## config.mk

```make
export PLATFORM = sky130hd
export DESIGN_NAME = smli_div
export DESIGN_NICKNAME = d
export VERILOG_FILES = /design/src/rtl/smli_pkg.sv /design/src/rtl/smli_div.sv
export SDC_FILE = /design/constraint.sdc
export NUM_CORES = 1
export LEC_CHECK = 0
export ABC_CLOCK_PERIOD_IN_PS = 3700
export BUFFER_PORTS_ARGS = -buffer_cell sky130_fd_sc_hd__buf_2
export CORE_AREA = 8 8 129 95
export CTS_BUF_LIST = sky130_fd_sc_hd__clkbuf_4 sky130_fd_sc_hd__clkbuf_8
export DETAILED_ROUTE_END_ITERATION = 16
export DIE_AREA = 0 0 137 103
export PLACE_DENSITY = 0.88
export REMOVE_ABC_BUFFERS = 1
export SLEW_MARGIN = 30
export SYNTH_ARGS = -nofsm -noshare
export SYNTH_HDL_FRONTEND = slang
export SYNTH_SLANG_ARGS = --single-unit
```

## constraint.sdc

```tcl
create_clock -name clk -period 3.7 [get_ports clk]
set_input_delay 0 -clock clk [delete_from_list [all_inputs] [get_ports clk]]
set_output_delay 0 -clock clk [all_outputs]
set_load 0.005 [all_outputs]
```

## src/rtl/smli_pkg.sv

```systemverilog
// ----------------------------------------------------------------------------
// smli_pkg
// types and constants of the sorted map linear interpolator
// ----------------------------------------------------------------------------
`default_nettype none

package smli_pkg;

	localparam int GRP_W  = 5;
	localparam int POS_W  = 31;
	localparam int VAL_W  = 26;
	localparam int PROD_W = POS_W + VAL_W;
	localparam int QCNT_W = 5;
	localparam int BLK    = 32;

	localparam logic OP_INSERT = 1'b0;
	localparam logic OP_QUERY  = 1'b1;

	localparam logic [1:0] ST_OK      = 2'd0;
	localparam logic [1:0] ST_UNKNOWN = 2'd1;
	localparam logic [1:0] ST_FULL    = 2'd2;

	typedef struct packed {
		logic             operation;
		logic [GRP_W-1:0] group_id;
		logic [POS_W-1:0] position;
		logic [VAL_W-1:0] value_in;
	} req_t;

	typedef struct packed {
		logic [VAL_W-1:0] value_out;
		logic [1:0]       status;
	} rsp_t;

	typedef struct packed {
		logic [GRP_W-1:0] grp;
		logic [POS_W-1:0] pos;
		logic [VAL_W-1:0] val;
	} entry_t;

	typedef struct packed {
		logic cmp;
		logic shift;
		logic ovw;
	} ctl_t;

	typedef struct packed {
		logic less;
		logic le;
		logic gt;
	} flags_t;

	typedef struct packed {
		logic eq;
		logic b;
		logic a;
	} sel_t;

	typedef enum logic [3:0] {
		S_IDLE,
		S_CMP,
		S_INS,
		S_SEL1,
		S_SEL2,
		S_PREP,
		S_MUL,
		S_LOAD,
		S_DIV
	} state_t;

endpackage

`default_nettype wire

```

## src/rtl/smli_div.sv

```systemverilog
// ----------------------------------------------------------------------------
// smli_div
// restoring divider, one quotient bit per cycle
// ----------------------------------------------------------------------------
`default_nettype none

module smli_div
	import smli_pkg::*;
(
	input  wire logic              clk,
	input  wire logic              arst_n,
	input  wire logic              start,
	input  wire logic [PROD_W-1:0] num,
	input  wire logic [POS_W-1:0]  den,
	output logic [VAL_W-1:0]       quot,
	output logic                   done
);

	logic [POS_W-1:0]  rem_q;
	logic [VAL_W-1:0]  nq_q;
	logic [VAL_W-1:0]  quo_q;
	logic [QCNT_W-1:0] cnt_q;
	logic              run_q;
	logic              done_q;
	logic [POS_W:0]    trial;
	logic [POS_W:0]    diff;
	logic              ge;

	always_comb begin
		trial = {rem_q, nq_q[VAL_W-1]};
		diff  = trial - {1'b0, den};
		ge    = trial >= {1'b0, den};
	end

	always_ff @(posedge clk) begin
		if (start) begin
			rem_q <= num[PROD_W-1:VAL_W];
			nq_q  <= num[VAL_W-1:0];
		end else if (run_q) begin
			rem_q <= ge ? diff[POS_W-1:0] : trial[POS_W-1:0];
			nq_q  <= {nq_q[VAL_W-2:0], 1'b0};
			quo_q <= {quo_q[VAL_W-2:0], ge};
		end
	end

	always_ff @(posedge clk or negedge arst_n) begin
		if (!arst_n) begin
			run_q  <= 1'b0;
			cnt_q  <= '0;
			done_q <= 1'b0;
		end else begin
			done_q <= 1'b0;
			if (start) begin
				run_q <= 1'b1;
				cnt_q <= QCNT_W'(VAL_W);
			end else if (run_q) begin
				cnt_q <= cnt_q - 1'b1;
				if (cnt_q == QCNT_W'(1)) begin
					run_q  <= 1'b0;
					done_q <= 1'b1;
				end
			end
		end
	end

	assign quot = quo_q;
	assign done = done_q;

endmodule

`default_nettype wire

```

==> flow_metrics.tcl <==
set metrics [dict create \
    outcome "completed" \
    first_iter_violations 254 \
    cts_buffer_depth 2 \
    htreeDepth 3 \
    synthFlopType "edfxtp_1" \
    clkPwrFrac_pct 17.7 \
    slew-limit-headroom_pct 42.5 \
    critical_path_class "register to register" \
    post_dp_cell_area_mm2 0.00633 \
    final_cell_mix "buf_2, edfxtp_1, inv_1, dlygate4sd3_1, a21oi_1" \
    chipHeight_um 103 \
    max_freq_ghz 0.306 \
    clock_latency_ps 360 \
    stdcell_count 829 \
    finalClockSkew_ps 11.3 \
    grt_first_pass_wirelength_um 22700 \
    synth-edff-count 83 \
    p_switching_mw 1.80 \
    post-route-period-util_pct 88.2 \
    cts_buffers 9 \
    cts_sinks 90 \
    cp-start-kind "register" \
    max-cap-violations 0 \
    post-dp-hpwl_um 9540 \
    switching_share_pct 38.2 \
    worst-path-max-fanout 33 \
    via_count 4553 \
    postCtsSetupBuffers 0 \
    yosys.cell_types.count 64 \
    ant_nets 0 \
    die_x_um 137 \
    path_clk_slew_ps 100 \
    ir_drop_mv 0.308 \
    io_buffers 117 \
    drtPass1Iterations 4 \
    coreArea_mm2 0.0102 \
    crit_buf_inv 1 \
    dp.cells 759 \
    cts_resized 0 \
    pin_count 118 \
    share_comb_of_total_power_pct 49.6 \
    min_path_type "input pin to register" \
    drt_wl_total_um 13900 \
    setup_viol 0 \
    num-nets-final 817 \
    grt_start_max_net_pins 62 \
    rsz0062_at_grt "no" \
    p_int_mw 2.92 \
    arrival_ps 3350 \
    seq_power_share_pct 32.7 \
    synthesis.area_mm2 0.00568 \
    yosys_warnings 0 \
    endpoint_kind "register" \
    cts_hold_buf 54 \
    gp_congestion 0.913 \
    num_rows 31 \
    stdcell_area_mm2 0.00712 \
    avgViaCountPerCell 5.49 \
    cpLargestDelayFamily "compound AO/OA/AOI/OAI gates" \
    cts-root-buf "clkbuf_8" \
    drc_errors 0 \
    power_mw 4.73 \
    cp.required_ps 3790 \
    slew_violations 0 \
    leakage_nw 3.13 \
    hold_viol_final 0 \
    ys_seq_elements 90 \
    ys_seq_area_share_pct 47.0 \
    grt_usage_pct 20.2 \
    avgSynthCellArea_um2 10.8 \
    drive_above_1_share_pct 26.4 \
    grt_overflow 0 \
    antenna_cells 0 \
    path_cells "ha_1 -> a21o_1 -> a221o_1 -> a221oi_2 -> or3_1 -> o211ai_2 -> nor2_8 -> buf_12 -> nor2_1 -> a211oi_1 -> a21oi_1" \
    critPathSlowestCell "edfxtp_1" \
    setup_tns_ps 0 \
    cts_tree "built" \
    area_delta_synth_final_pct 25.4 \
    async_flop_share_pct 7.78 \
    period_minus_slack_ps 3260 \
    grt_pass1_vias 4680 \
    final_common_cell "buf_2" \
    detail_route.wl_per_cell_um 16.8 \
    die_area_mm2 0.0141 \
    start_util_pct 55.9 \
    antenna_found_initial 1 \
    max_stage_delay_ps 410 \
    netlist_instances 528 \
    worst_pin_slew_ps 862 \
    power_per_cell_area_mw_per_mm2 664 \
]
power groups by stage:
| stage | combinational, mW | sequential (mW) | clock [mW] |
|---|---|---|---|
| CTS | 2.33 | 1.54 | 0.852 |
| global route | 2.61 | 1.57 | 0.890 |
| finish | 2.35 | 1.55 | 0.835 |
| floorplan | 1.78 | 1.52 | 0 |
| detailed placement | 2.25 | 1.56 | 0 |
| global placement | 2.17 | 1.55 | 0 |
through the flow:
step	utilization, %	hold slack [ps]	worst slack [ps]
final	70.1	24.6	437
after global routing	70.1	16.9	183
after CTS	70.1	0.994	432
after detailed placement	62.3	-158	450
after global placement	62.3	-164	607
after floorplan	-	-296	785
routing by layer:
| layer | vias up | share of wire [%] | track usage [%] |
|---|---|---|---|
| li1 | 2251 | - | - |
| met1 | 2136 | 43 | 24.1 |
| met2 | 154 | 49 | 35.1 |
| met3 | 10 | 8.2 | 6.09 |
| met4 | 2 | 0.33 | 4.74 |
| met5 | - | 0.11 | 0 |
sequential cells by signal, summed over array words and instances, names as in the netlist:
signal  cells
cnt_q       5
done        1
nq_q       26
quot       26
rem_q      31
run_q       1
cells in the mapped netlist (4+ instances only):
cell      instances  share of area (%)
a211oi_1         16                2.1
a21boi_1          4               0.53
a21o_1           16                2.1
a21oi_1          45                4.0
buf_4             7               0.93
clkbuf_1          9               0.60
dfrtp_1           7                3.1
edfxtp_1         83                 44
ha_1             33                7.3
inv_1            57                3.8
mux2_2           32                6.3
mux2i_1           4               0.71
nand2_1          29                1.9
nand2b_1          9               0.99
nand4_1           5               0.55
nor2_1           29                1.9
nor2b_1           7               0.77
nor3_1            8               0.71
nor3b_1           5               0.66
o21ai_0          14                1.2
o21ai_1          15                1.3
xnor2_1          18                2.8
xor2_1            9                1.4
cells by family after synthesis:
logic type | after synthesis | share of synthesized area (%)
AND/OR/NAND/NOR | 120 | 11.3
buffers and inverters | 80 | 6.44
XOR/XNOR | 27 | 4.17
AO/OA/AOI/OAI | 141 | 16.4
flip-flops | 90 | 47.0
multiplexers | 36 | 7.05
adder cells (fa/ha/maj) | 34 | 7.63
area by class of cell:
cell class	instances	area (um2)
fill	756	3040
tap	132	165
clock buffer	9	124
clock inverter	7	121
inverter	58	220
timing repair buffer	175	1170
multi-input combinational	358	2650
sequential	90	2670
final timing paths:
kind	from	to	slack, ps	cells after the start
worst min register to register	quot[22]	quot[23]	460	0
worst min-delay path	num[36]	rem_q[10]	20	3
max in group asynchronous	arst_n	cnt_q[0]	2850	3
worst max register to register	rem_q[16]	rem_q[14]	440	11
worst max-delay path	rem_q[16]	rem_q[14]	440	11
min in group asynchronous	arst_n	done	600	3
worst register-to-register path: stages, from the launching register on:
cell	delay, ps
edfxtp_1	410
ha_1	380
a21o_1	210
a221o_1	340
a221oi_2	300
or3_1	170
o211ai_2	150
nor2_8	400
buf_12	240
nor2_1	80
a211oi_1	240
a21oi_1	70
Note: power is estimated with default switching activity, not from simulation.
