## src/rtl/smli_pkg.sv

```systemverilog
// ----------------------------------------------------------------------------
// smli_pkg
// types and constants of the sorted map linear interpolator
// ----------------------------------------------------------------------------
`default_nettype none

package smli_pkg;

	localparam int GRP_W  = 5;
	localparam int POS_W  = 31;
	localparam int VAL_W  = 26;
	localparam int PROD_W = POS_W + VAL_W;
	localparam int QCNT_W = 5;
	localparam int BLK    = 32;

	localparam logic OP_INSERT = 1'b0;
	localparam logic OP_QUERY  = 1'b1;

	localparam logic [1:0] ST_OK      = 2'd0;
	localparam logic [1:0] ST_UNKNOWN = 2'd1;
	localparam logic [1:0] ST_FULL    = 2'd2;

	typedef struct packed {
		logic             operation;
		logic [GRP_W-1:0] group_id;
		logic [POS_W-1:0] position;
		logic [VAL_W-1:0] value_in;
	} req_t;

	typedef struct packed {
		logic [VAL_W-1:0] value_out;
		logic [1:0]       status;
	} rsp_t;

	typedef struct packed {
		logic [GRP_W-1:0] grp;
		logic [POS_W-1:0] pos;
		logic [VAL_W-1:0] val;
	} entry_t;

	typedef struct packed {
		logic cmp;
		logic shift;
		logic ovw;
	} ctl_t;

	typedef struct packed {
		logic less;
		logic le;
		logic gt;
	} flags_t;

	typedef struct packed {
		logic eq;
		logic b;
		logic a;
	} sel_t;

	typedef enum logic [3:0] {
		S_IDLE,
		S_CMP,
		S_INS,
		S_SEL1,
		S_SEL2,
		S_PREP,
		S_MUL,
		S_LOAD,
		S_DIV
	} state_t;

endpackage

`default_nettype wire

```

## src/rtl/smli_cell.sv

```systemverilog
// ----------------------------------------------------------------------------
// smli_cell
// one breakpoint slot of the sorted chain: compare, shift and select flags
// ----------------------------------------------------------------------------
`default_nettype none

module smli_cell
	import smli_pkg::*;
(
	input  wire logic   clk,
	input  wire logic   arst_n,
	input  wire ctl_t   ctl,
	input  wire entry_t key,
	input  wire logic   valid,
	input  wire entry_t prev_entry,
	input  wire logic   prev_less,
	input  wire logic   prev_gt,
	input  wire logic   next_le,
	output entry_t      entry,
	output flags_t      flags,
	output sel_t        sel
);

	entry_t entry_q;
	sel_t   sel_q;
	logic   grp_eq;
	logic   eq;

	always_comb begin
		grp_eq      = valid && (entry_q.grp == key.grp);
		eq          = grp_eq && (entry_q.pos == key.pos);
		flags.less  = valid && ((entry_q.grp < key.grp) ||
			(grp_eq && (entry_q.pos < key.pos)));
		flags.le    = grp_eq && (entry_q.pos <= key.pos);
		flags.gt    = grp_eq && (entry_q.pos > key.pos);
	end

	always_ff @(posedge clk) begin
		if (ctl.shift && !flags.less) begin
			entry_q <= prev_less ? key : prev_entry;
		end else if (ctl.ovw && eq) begin
			entry_q.val <= key.val;
		end
	end

	always_ff @(posedge clk or negedge arst_n) begin
		if (!arst_n) begin
			sel_q <= '0;
		end else if (ctl.cmp) begin
			sel_q.eq <= eq;
			sel_q.b  <= flags.le && !next_le;
			sel_q.a  <= flags.gt && !prev_gt;
		end
	end

	assign entry = entry_q;
	assign sel   = sel_q;

endmodule

`default_nettype wire

```

## config.mk

```make
export PLATFORM = sky130hd
export DESIGN_NAME = smli_cell
export DESIGN_NICKNAME = d
export VERILOG_FILES = /design/src/rtl/smli_pkg.sv /design/src/rtl/smli_cell.sv
export SDC_FILE = /design/constraint.sdc
export NUM_CORES = 1
export LEC_CHECK = 0
export CELL_PAD_IN_SITES_DETAIL_PLACEMENT = 0
export CELL_PAD_IN_SITES_GLOBAL_PLACEMENT = 2
export CORE_ASPECT_RATIO = 1.25
export CORE_MARGIN = 8
export CORE_UTILIZATION = 35
export DETAILED_ROUTE_END_ITERATION = 8
export DONT_BUFFER_PORTS = 1
export GPL_ROUTABILITY_DRIVEN = 0
export GPL_TIMING_DRIVEN = 0
export PLACE_DENSITY = 0.83
export SETUP_SLACK_MARGIN = 0.1
export SLEW_MARGIN = 5
export SYNTH_ARGS = -nofsm -noshare
export SYNTH_HDL_FRONTEND = slang
export SYNTH_SLANG_ARGS = --single-unit
```

## constraint.sdc

```tcl
create_clock -name clk -period 4.33 [get_ports clk]
set_input_delay 0.2165 -clock clk [delete_from_list [all_inputs] [get_ports clk]]
set_output_delay 0.2165 -clock clk [all_outputs]
set_load 0.01 [all_outputs]
```

==> summary.txt, run 1 <==
Type of the worst setup path: flip-flop to flip-flop
Cell count after synthesis: 277
Total cell area at the placement stage: 0.00397 mm2
Synth-to-layout area growth: 15.0%
Primary FF master, synth: sky130_fd_sc_hd__edfxtp_1
Sink count of the clock tree: 65
Switching power as a share of total power: 23.5%
Initial standard-cell utilization of the core: 35.7%
DR iter-0 viols: 55
CTS max path bufs: 2
Share of post-route cells with drive strength above 1: 29.1%
Initial antenna violation count: 1
Cell with the most instances after synthesis: sky130_fd_sc_hd__edfxtp_1
Type of destination of the critical path: flip-flop
CTS clk-pin slew, worst paths: 0.06 ns
Number of levels the H-tree was split into: 3
Reported leakage power: 1.80 nW
Share of the clock period used by the worst path: 85.2%
Number of enable flip-flop cells after synthesis: 62
Total non-filler cell area in the finished layout: 0.00433 mm2
Syn avg cell area: 13.6 um2
Maximum number of pins on one net before global-route repair: 27
Buffer count from post-CTS setup fixing: 0
Hold_sp: ctl[2]
Internal Pwr Total: 0.00143 W
Fraction of post-synthesis cell area in the top cell type by area: 49.4%
Clock root cell: sky130_fd_sc_hd__clkbuf_16
Std-Cell Rows: 42
Critical Path Start Type: flip-flop
Launching point of the worst reg2reg path: entry[52]
Part of the power in registers: 43.6%
Syn Nets: 446
Pre-CTS setup slack: 0.608 ns
Cell area after synthesis: 0.00377 mm2
Worst R2R End: entry[22]
Worst setup margin: 0.643 ns
Setup slack of the worst register-to-register path: 0.64 ns
Commonest cells in the synthesized netlist: sky130_fd_sc_hd__edfxtp_1 (62), sky130_fd_sc_hd__mux2_2 (43), sky130_fd_sc_hd__inv_1 (40), sky130_fd_sc_hd__ha_1 (36), sky130_fd_sc_hd__mux2_4 (20)
Number of iterations in the first detailed-routing pass: 4
Routed vias: 2,243
Total Die Area: 0.0144 mm2
Count of input and output buffers: 0
First-pass GRT wire length: 14,600 um
Final hold violation count: 0
Avg Vias per Cell: 5.24
Final layout net count: 460
#FFs+latches synth: 65
Clock tree from TritonCTS: built
Skew-Pair Late Insertion Delay: 0.33 ns
Number of pins exceeding their max-slew limit in the final report: 0
Number of global-route vias before repair: 2,563
FFs w/ async S/R, synth: 4.62%
Cell count of the worst hold path: 1
Wire length after detailed routing: 9800 um
Maximum clock rate: 0.271 GHz
Synth area leaders: sky130_fd_sc_hd__edfxtp_1 (49%), sky130_fd_sc_hd__mux2_2 (13%), sky130_fd_sc_hd__ha_1 (12%), sky130_fd_sc_hd__mux2_4 (8.0%), sky130_fd_sc_hd__inv_1 (4.0%)
Min Tclk post-route: 3.69 ns
Total global routing overflow: 0
Max VDD drop: 0.000205 V
Reported net switching power: 0.000438 W
Arrival time at the worst endpoint: 3.63 ns
Path class of the lowest-slack min-delay path: input pin to flip-flop
Post-DRT Antenna Nets: 0
Routed wirelength normalized by instance count: 22.9 um
Data required time at the worst endpoint: 4.28 ns
RSZ-0062 raised after global routing: no
End point of the most critical hold path: sel[2]
Total power density per cell area: 430 mW/mm2
Drc violations: 0
Comb power frac: 11.4%
Die width: 109 um
Length in cells of the worst reg-to-reg path: 7
Inst Count DP: 410
Overall fraction of global-route tracks in use: 13.7%
Clock tree skew after final layout: 0.00626 ns
Synth cell types: 32
Floorplan die height: 132 um
Warnings, synthesis: 0
Number of buffers added by the clock tree synthesis step: 9
Number of non-filler instances in the completed layout: 428
Actual transition at the worst max-transition pin: 1.06 ns
Worst slew margin relative to its limit: 29.5%
Yosys top cell by area: sky130_fd_sc_hd__edfxtp_1
Critical Path Fanout Max: 26
Detailed Place HPWL: 8120 um
Number of max-capacitance violations reported: 0
Setup TNS: 0 ns
Boundary pin count: 201
Final Setup Violations: 0
Register area share after synthesis: 51.4%
Clock network power share: 45.0%
Core outline area: 0.0106 mm2
Antenna Diode Count: 0
Result of the run: complete, no violations
## layout by cell type (no fill, tap or decap), types with 2 or more instances in the layout
cell type                       netlist  final
sky130_fd_sc_hd__edfxtp_1            62     62
sky130_fd_sc_hd__mux2_2              43     43
sky130_fd_sc_hd__inv_1               40     40
sky130_fd_sc_hd__ha_1                36     36
sky130_fd_sc_hd__mux2_4              20     20
sky130_fd_sc_hd__a21oi_1             12     12
sky130_fd_sc_hd__clkbuf_16            0      9
sky130_fd_sc_hd__nor2_1               9      8
sky130_fd_sc_hd__nand2_1              7      7
sky130_fd_sc_hd__nand3_1              7      7
sky130_fd_sc_hd__nand4_1              5      5
sky130_fd_sc_hd__o21ai_0              5      5
sky130_fd_sc_hd__bufinv_16            0      3
sky130_fd_sc_hd__dfrtp_1              3      3
sky130_fd_sc_hd__nor3_1               2      2
sky130_fd_sc_hd__a21o_1               2      2
sky130_fd_sc_hd__a211oi_1             2      2
sky130_fd_sc_hd__o221ai_1             2      2
sky130_fd_sc_hd__nor2b_1              2      2
sky130_fd_sc_hd__clkbuf_1             2      2
sky130_fd_sc_hd__buf_6                2      2
sky130_fd_sc_hd__buf_1                2      2
sky130_fd_sc_hd__clkinv_4             0      2
sky130_fd_sc_hd__dlygate4sd3_1        0      2
## worst max-delay path by stage
stage                    from        end  slack [ns]  cells after the start
finish              entry[52]  entry[22]        0.64                      7
floorplan           entry[52]  entry[26]        0.47                      7
global placement    entry[52]  entry[47]       -0.79                      7
detailed placement  entry[55]  entry[19]        0.61                      7
global route        entry[48]  entry[24]        0.39                      7
CTS                 entry[52]  entry[22]        0.58                      7
## power groups by stage
stage	Combinational, W	Sequential [W]	Clock [W]
floorplan	0.000168	0.000812	0
global placement	0.000201	0.000830	0
detailed placement	0.000214	0.000827	0
CTS	0.000217	0.000816	0.000861
global route	0.000239	0.000820	0.000890
finish	0.000212	0.000813	0.000839
## sequential cells by signal (all words and copies together), names as in the netlist
signal  flops
entry      62
sel         3
## area by class of cell
type / count / area, um2
flip-flops and latches: 65 / 1940
inverters: 40 / 150
multi-input cells: 166 / 1650
clock buffers: 9 / 225
repair buffers: 3 / 47.5
well taps: 132 / 165
clock inverters: 7 / 119
fillers: 1011 / 6230
plain buffers: 6 / 37.5
## cells by family after synthesis
logic type,count (synthesis),synth area share [%]
DFF,65,51.4
adders and majority gates,36,11.9
muxes,63,20.8
buffers and inverters,46,4.98
AOI/OAI and AO/OA,31,6.07
and+or+nand+nor,36,4.81
## critical path, stage by stage, from the launching register on
cell and delay [ns]:
sky130_fd_sc_hd__edfxtp_1 0.46, sky130_fd_sc_hd__ha_1 0.37, sky130_fd_sc_hd__nand4_1 0.13, sky130_fd_sc_hd__or3_1 0.40, sky130_fd_sc_hd__nor3_2 0.28, sky130_fd_sc_hd__a21boi_2 0.36
sky130_fd_sc_hd__o31ai_1 0.27, sky130_fd_sc_hd__a2bb2o_1 1.03
## metrics by stage
| step | total power (W) | util, % | hold WS (ns) |
|---|---|---|---|
| after floorplan | 0.000980 | - | -0.0791 |
| after global placement | 0.00103 | 37.3 | -0.0784 |
| after detailed placement | 0.00104 | 37.6 | -0.0785 |
| after CTS | 0.00189 | 41.0 | 0.0440 |
| after global routing | 0.00195 | 41.0 | 0.0464 |
| final | 0.00186 | 41.0 | 0.0602 |
## what timing repair did
action / in CTS / in global routing
setup endpoints to repair: 0 / 0
hold buffers: 2 / 0
endpoints found under the hold margin: 4 / 0
gates resized for setup: 0 / 0
## metal layers
layer	vias up	track usage [%]	share of wire (%)
li1	1055	-	-
met2	135	22.9	50
met1	1039	13.7	34
met4	2	5.26	1.6
met3	12	7.73	14
met5	-	0	0.12
No activity file was read; power rests on OpenSTA's default activity.
==> run 2, diff against run 1 <==
- CAP_MARGIN: default -> 20
- CORE_ASPECT_RATIO: 1.25 -> 0.7
- CORE_UTILIZATION: 35 -> 39
- PLACE_DENSITY: 0.83 -> 0.9
==> summary.txt, run 2 (synthesis results as in run 1) <==
Result of the run: complete, no violations (unchanged)
Number of global-route vias before repair: 2,412 (was 2,563)
Share of post-route cells with drive strength above 1: 27.9% (was 29.1%)
Detailed Place HPWL: 8140 um (was 8120 um)
Area used by multi-input combinational logic: 0.00165 mm2 (unchanged)
Total cell area at the placement stage: 0.00397 mm2 (about the same)
Final layout net count: 461 (was 460)
Final Setup Violations: 0 (unchanged)
Number of pins exceeding their max-slew limit in the final report: 0 (unchanged)
Count of input and output buffers: 0 (unchanged)
Critical Path Start Type: flip-flop (unchanged)
Maximum clock rate: 0.288 GHz (was 0.271 GHz)
Met3 track utilization from global routing: 7.03% (was 7.73%)
Total global routing overflow: 0 (unchanged)
CTS max path bufs: 2 (unchanged)
Path class of the lowest-slack min-delay path: input pin to flip-flop (unchanged)
Type of destination of the critical path: flip-flop (unchanged)
Number of iterations in the first detailed-routing pass: 4 (unchanged)
First-pass GRT wire length: 14,600 um (unchanged)
Skew-Pair Late Insertion Delay: 0.33 ns (about the same)
Floorplan die height: 98.3 um (was 132 um)
Total non-filler cell area in the finished layout: 0.00430 mm2 (was 0.00433 mm2)
Cell count of the worst hold path: 1 (unchanged)
Antenna Diode Count: 0 (unchanged)
Number of levels the H-tree was split into: 3 (unchanged)
Final-layout fill cell count: 894 (was 1,011)
Reported leakage power: 1.79 nW (was 1.80 nW)
Clock tree skew after final layout: 0.00454 ns (was 0.00626 ns)
Initial standard-cell utilization of the core: 39.5% (was 35.7%)
Min Tclk post-route: 3.47 ns (was 3.69 ns)
Total Die Area: 0.0131 mm2 (was 0.0144 mm2)
Synth-to-layout area growth: 14.2% (was 15.0%)
Std-Cell Rows: 30 (was 42)
Final hold violation count: 0 (unchanged)
Critical Path Fanout Max: 17 (was 26)
Met2 routing resource usage after global routing: 23.4% (was 22.9%)
Post-DRT Antenna Nets: 0 (unchanged)
Met1 track demand over resource in global routing: 16.8% (was 13.7%)
Setup TNS: 0 ns (unchanged)
Routed vias: 2,234 (was 2,243)
Total power density per cell area: 414 mW/mm2 (was 430 mW/mm2)
Buffer count from post-CTS setup fixing: 0 (unchanged)
Routed wirelength normalized by instance count: 23.0 um (was 22.9 um)
Clock root cell: sky130_fd_sc_hd__clkbuf_16 (unchanged)
Max VDD drop: 0.000217 V (was 0.000205 V)
Most common cell after layout, fill and taps aside: sky130_fd_sc_hd__edfxtp_1 (unchanged)
Die width: 134 um (was 109 um)
Sink count of the clock tree: 65 (unchanged)
Length in cells of the worst reg-to-reg path: 8 (was 7)
Drc violations: 0 (unchanged)
RSZ-0062 raised after global routing: no (unchanged)
Wire length after detailed routing: 9780 um (was 9800 um)
Sequential cell area: 0.00194 mm2 (unchanged)
Avg Vias per Cell: 5.26 (was 5.24)
Initial antenna violation count: 0 (was 1)
Arrival time at the worst endpoint: 3.55 ns (was 3.63 ns)
CTS clk-pin slew, worst paths: 0.05 ns (was 0.06 ns)
Actual transition at the worst max-transition pin: 0.820 ns (was 1.06 ns)
Top library cells by usage in the layout, fill and taps aside: sky130_fd_sc_hd__edfxtp_1 (62), sky130_fd_sc_hd__mux2_2 (43), sky130_fd_sc_hd__inv_1 (40) (unchanged)
Most crowded layer after global routing: met2 (unchanged)
Number of buffers added by the clock tree synthesis step: 9 (unchanged)
Data required time at the worst endpoint: 4.41 ns (was 4.28 ns)
Worst slew margin relative to its limit: 44.9% (was 29.5%)
Overall fraction of global-route tracks in use: 14.5% (was 13.7%)
Core outline area: 0.00953 mm2 (was 0.0106 mm2)
DR iter-0 viols: 111 (was 55)
Number of max-capacitance violations reported: 0 (unchanged)
Clock tree from TritonCTS: built (unchanged)
Maximum number of pins on one net before global-route repair: 27 (unchanged)
Max reg flops: 62 (unchanged)
Boundary pin count: 201 (unchanged)
Share of the clock period used by the worst path: 80.1% (was 85.2%)
Cells resized by post-CTS repair: 0 (unchanged)
Type of the worst setup path: flip-flop to flip-flop (unchanged)
==> run 2: cell count changes in the layout (fill, tap and decap cells not counted), sizes merged <==
cell / previous run / this run
clkinvlp: 1 / 0
clkbuf: 11 / 14
bufinv: 3 / 2
buf: 5 / 6
clkinv: 3 / 2
==> run 2: metal layers <==
layer,routed length [um],up-vias,share of wire [%]
li1,-,1056,-
met1,3940,1051,40
met2,4700,118,48
met3,1030,9,11
met4,108,0,1.1
met5,0,-,0
==> run 2: worst paths after layout <==
kind	start	slack [ns]	endpoint
max reg2reg	entry[48]	0.86	entry[10]
min reg2reg	sel[0]	0.57	sel[0]
max	entry[48]	0.86	entry[10]
min	ctl[2]	0.05	sel[2]
max in group asynchronous	arst_n	4.03	sel[2]
min in group asynchronous	arst_n	0.15	sel[0]
==> run 2: critical path, stage by stage, from the launching register on <==
cell,delay (ns)
sky130_fd_sc_hd__edfxtp_1,0.45
sky130_fd_sc_hd__ha_1,0.34
sky130_fd_sc_hd__a21oi_1,0.15
sky130_fd_sc_hd__a21oi_1,0.10
sky130_fd_sc_hd__a2111oi_2,0.33
sky130_fd_sc_hd__o221ai_1,0.32
sky130_fd_sc_hd__o31ai_1,0.76
sky130_fd_sc_hd__a2bb2o_1,0.51
sky130_fd_sc_hd__buf_8,0.25
==> run 2: repair_timing <==
action                                  4_1_cts  5_1_grt
hold endpoints to repair                      4        0
hold buffers                                  2        0
endpoints found under the setup margin        0        0
==> run 2: cell type report <==
type / count / area share (%)
timing repair buffer: 4 / 1.45
sequential: 65 / 45.0
clock buffer: 12 / 5.49
tap: 128 / 3.72
multi-input combinational: 166 / 38.4
inverter: 40 / 3.49
buffer: 6 / 0.872
clock inverter: 4 / 1.57
==> run 2: through the flow <==
| stage | total power (W) | std cells | util (%) | setup slack, ns | hold WS, ns |
|---|---|---|---|---|---|
| final | 0.00178 | 425 | 45.1 | 0.863 | 0.0504 |
| after global routing | 0.00186 | 425 | 45.1 | 0.635 | 0.0427 |
| after CTS | 0.00180 | 424 | 45.0 | 0.508 | 0.0343 |
| after detailed placement | 0.00104 | 406 | 41.6 | 0.538 | -0.0790 |
| after global placement | 0.00103 | 405 | 41.2 | -0.778 | -0.0790 |
| after floorplan | 0.000980 | 277 | - | 0.472 | -0.0791 |
==> run 2: where the power goes <==
part           switching [W]  internal (W)  leakage [nW]
sequential         0.0000551      0.000758         0.634
clock               0.000250      0.000500         0.146
combinational       0.000110      0.000109          1.01
total               0.000415       0.00137          1.79
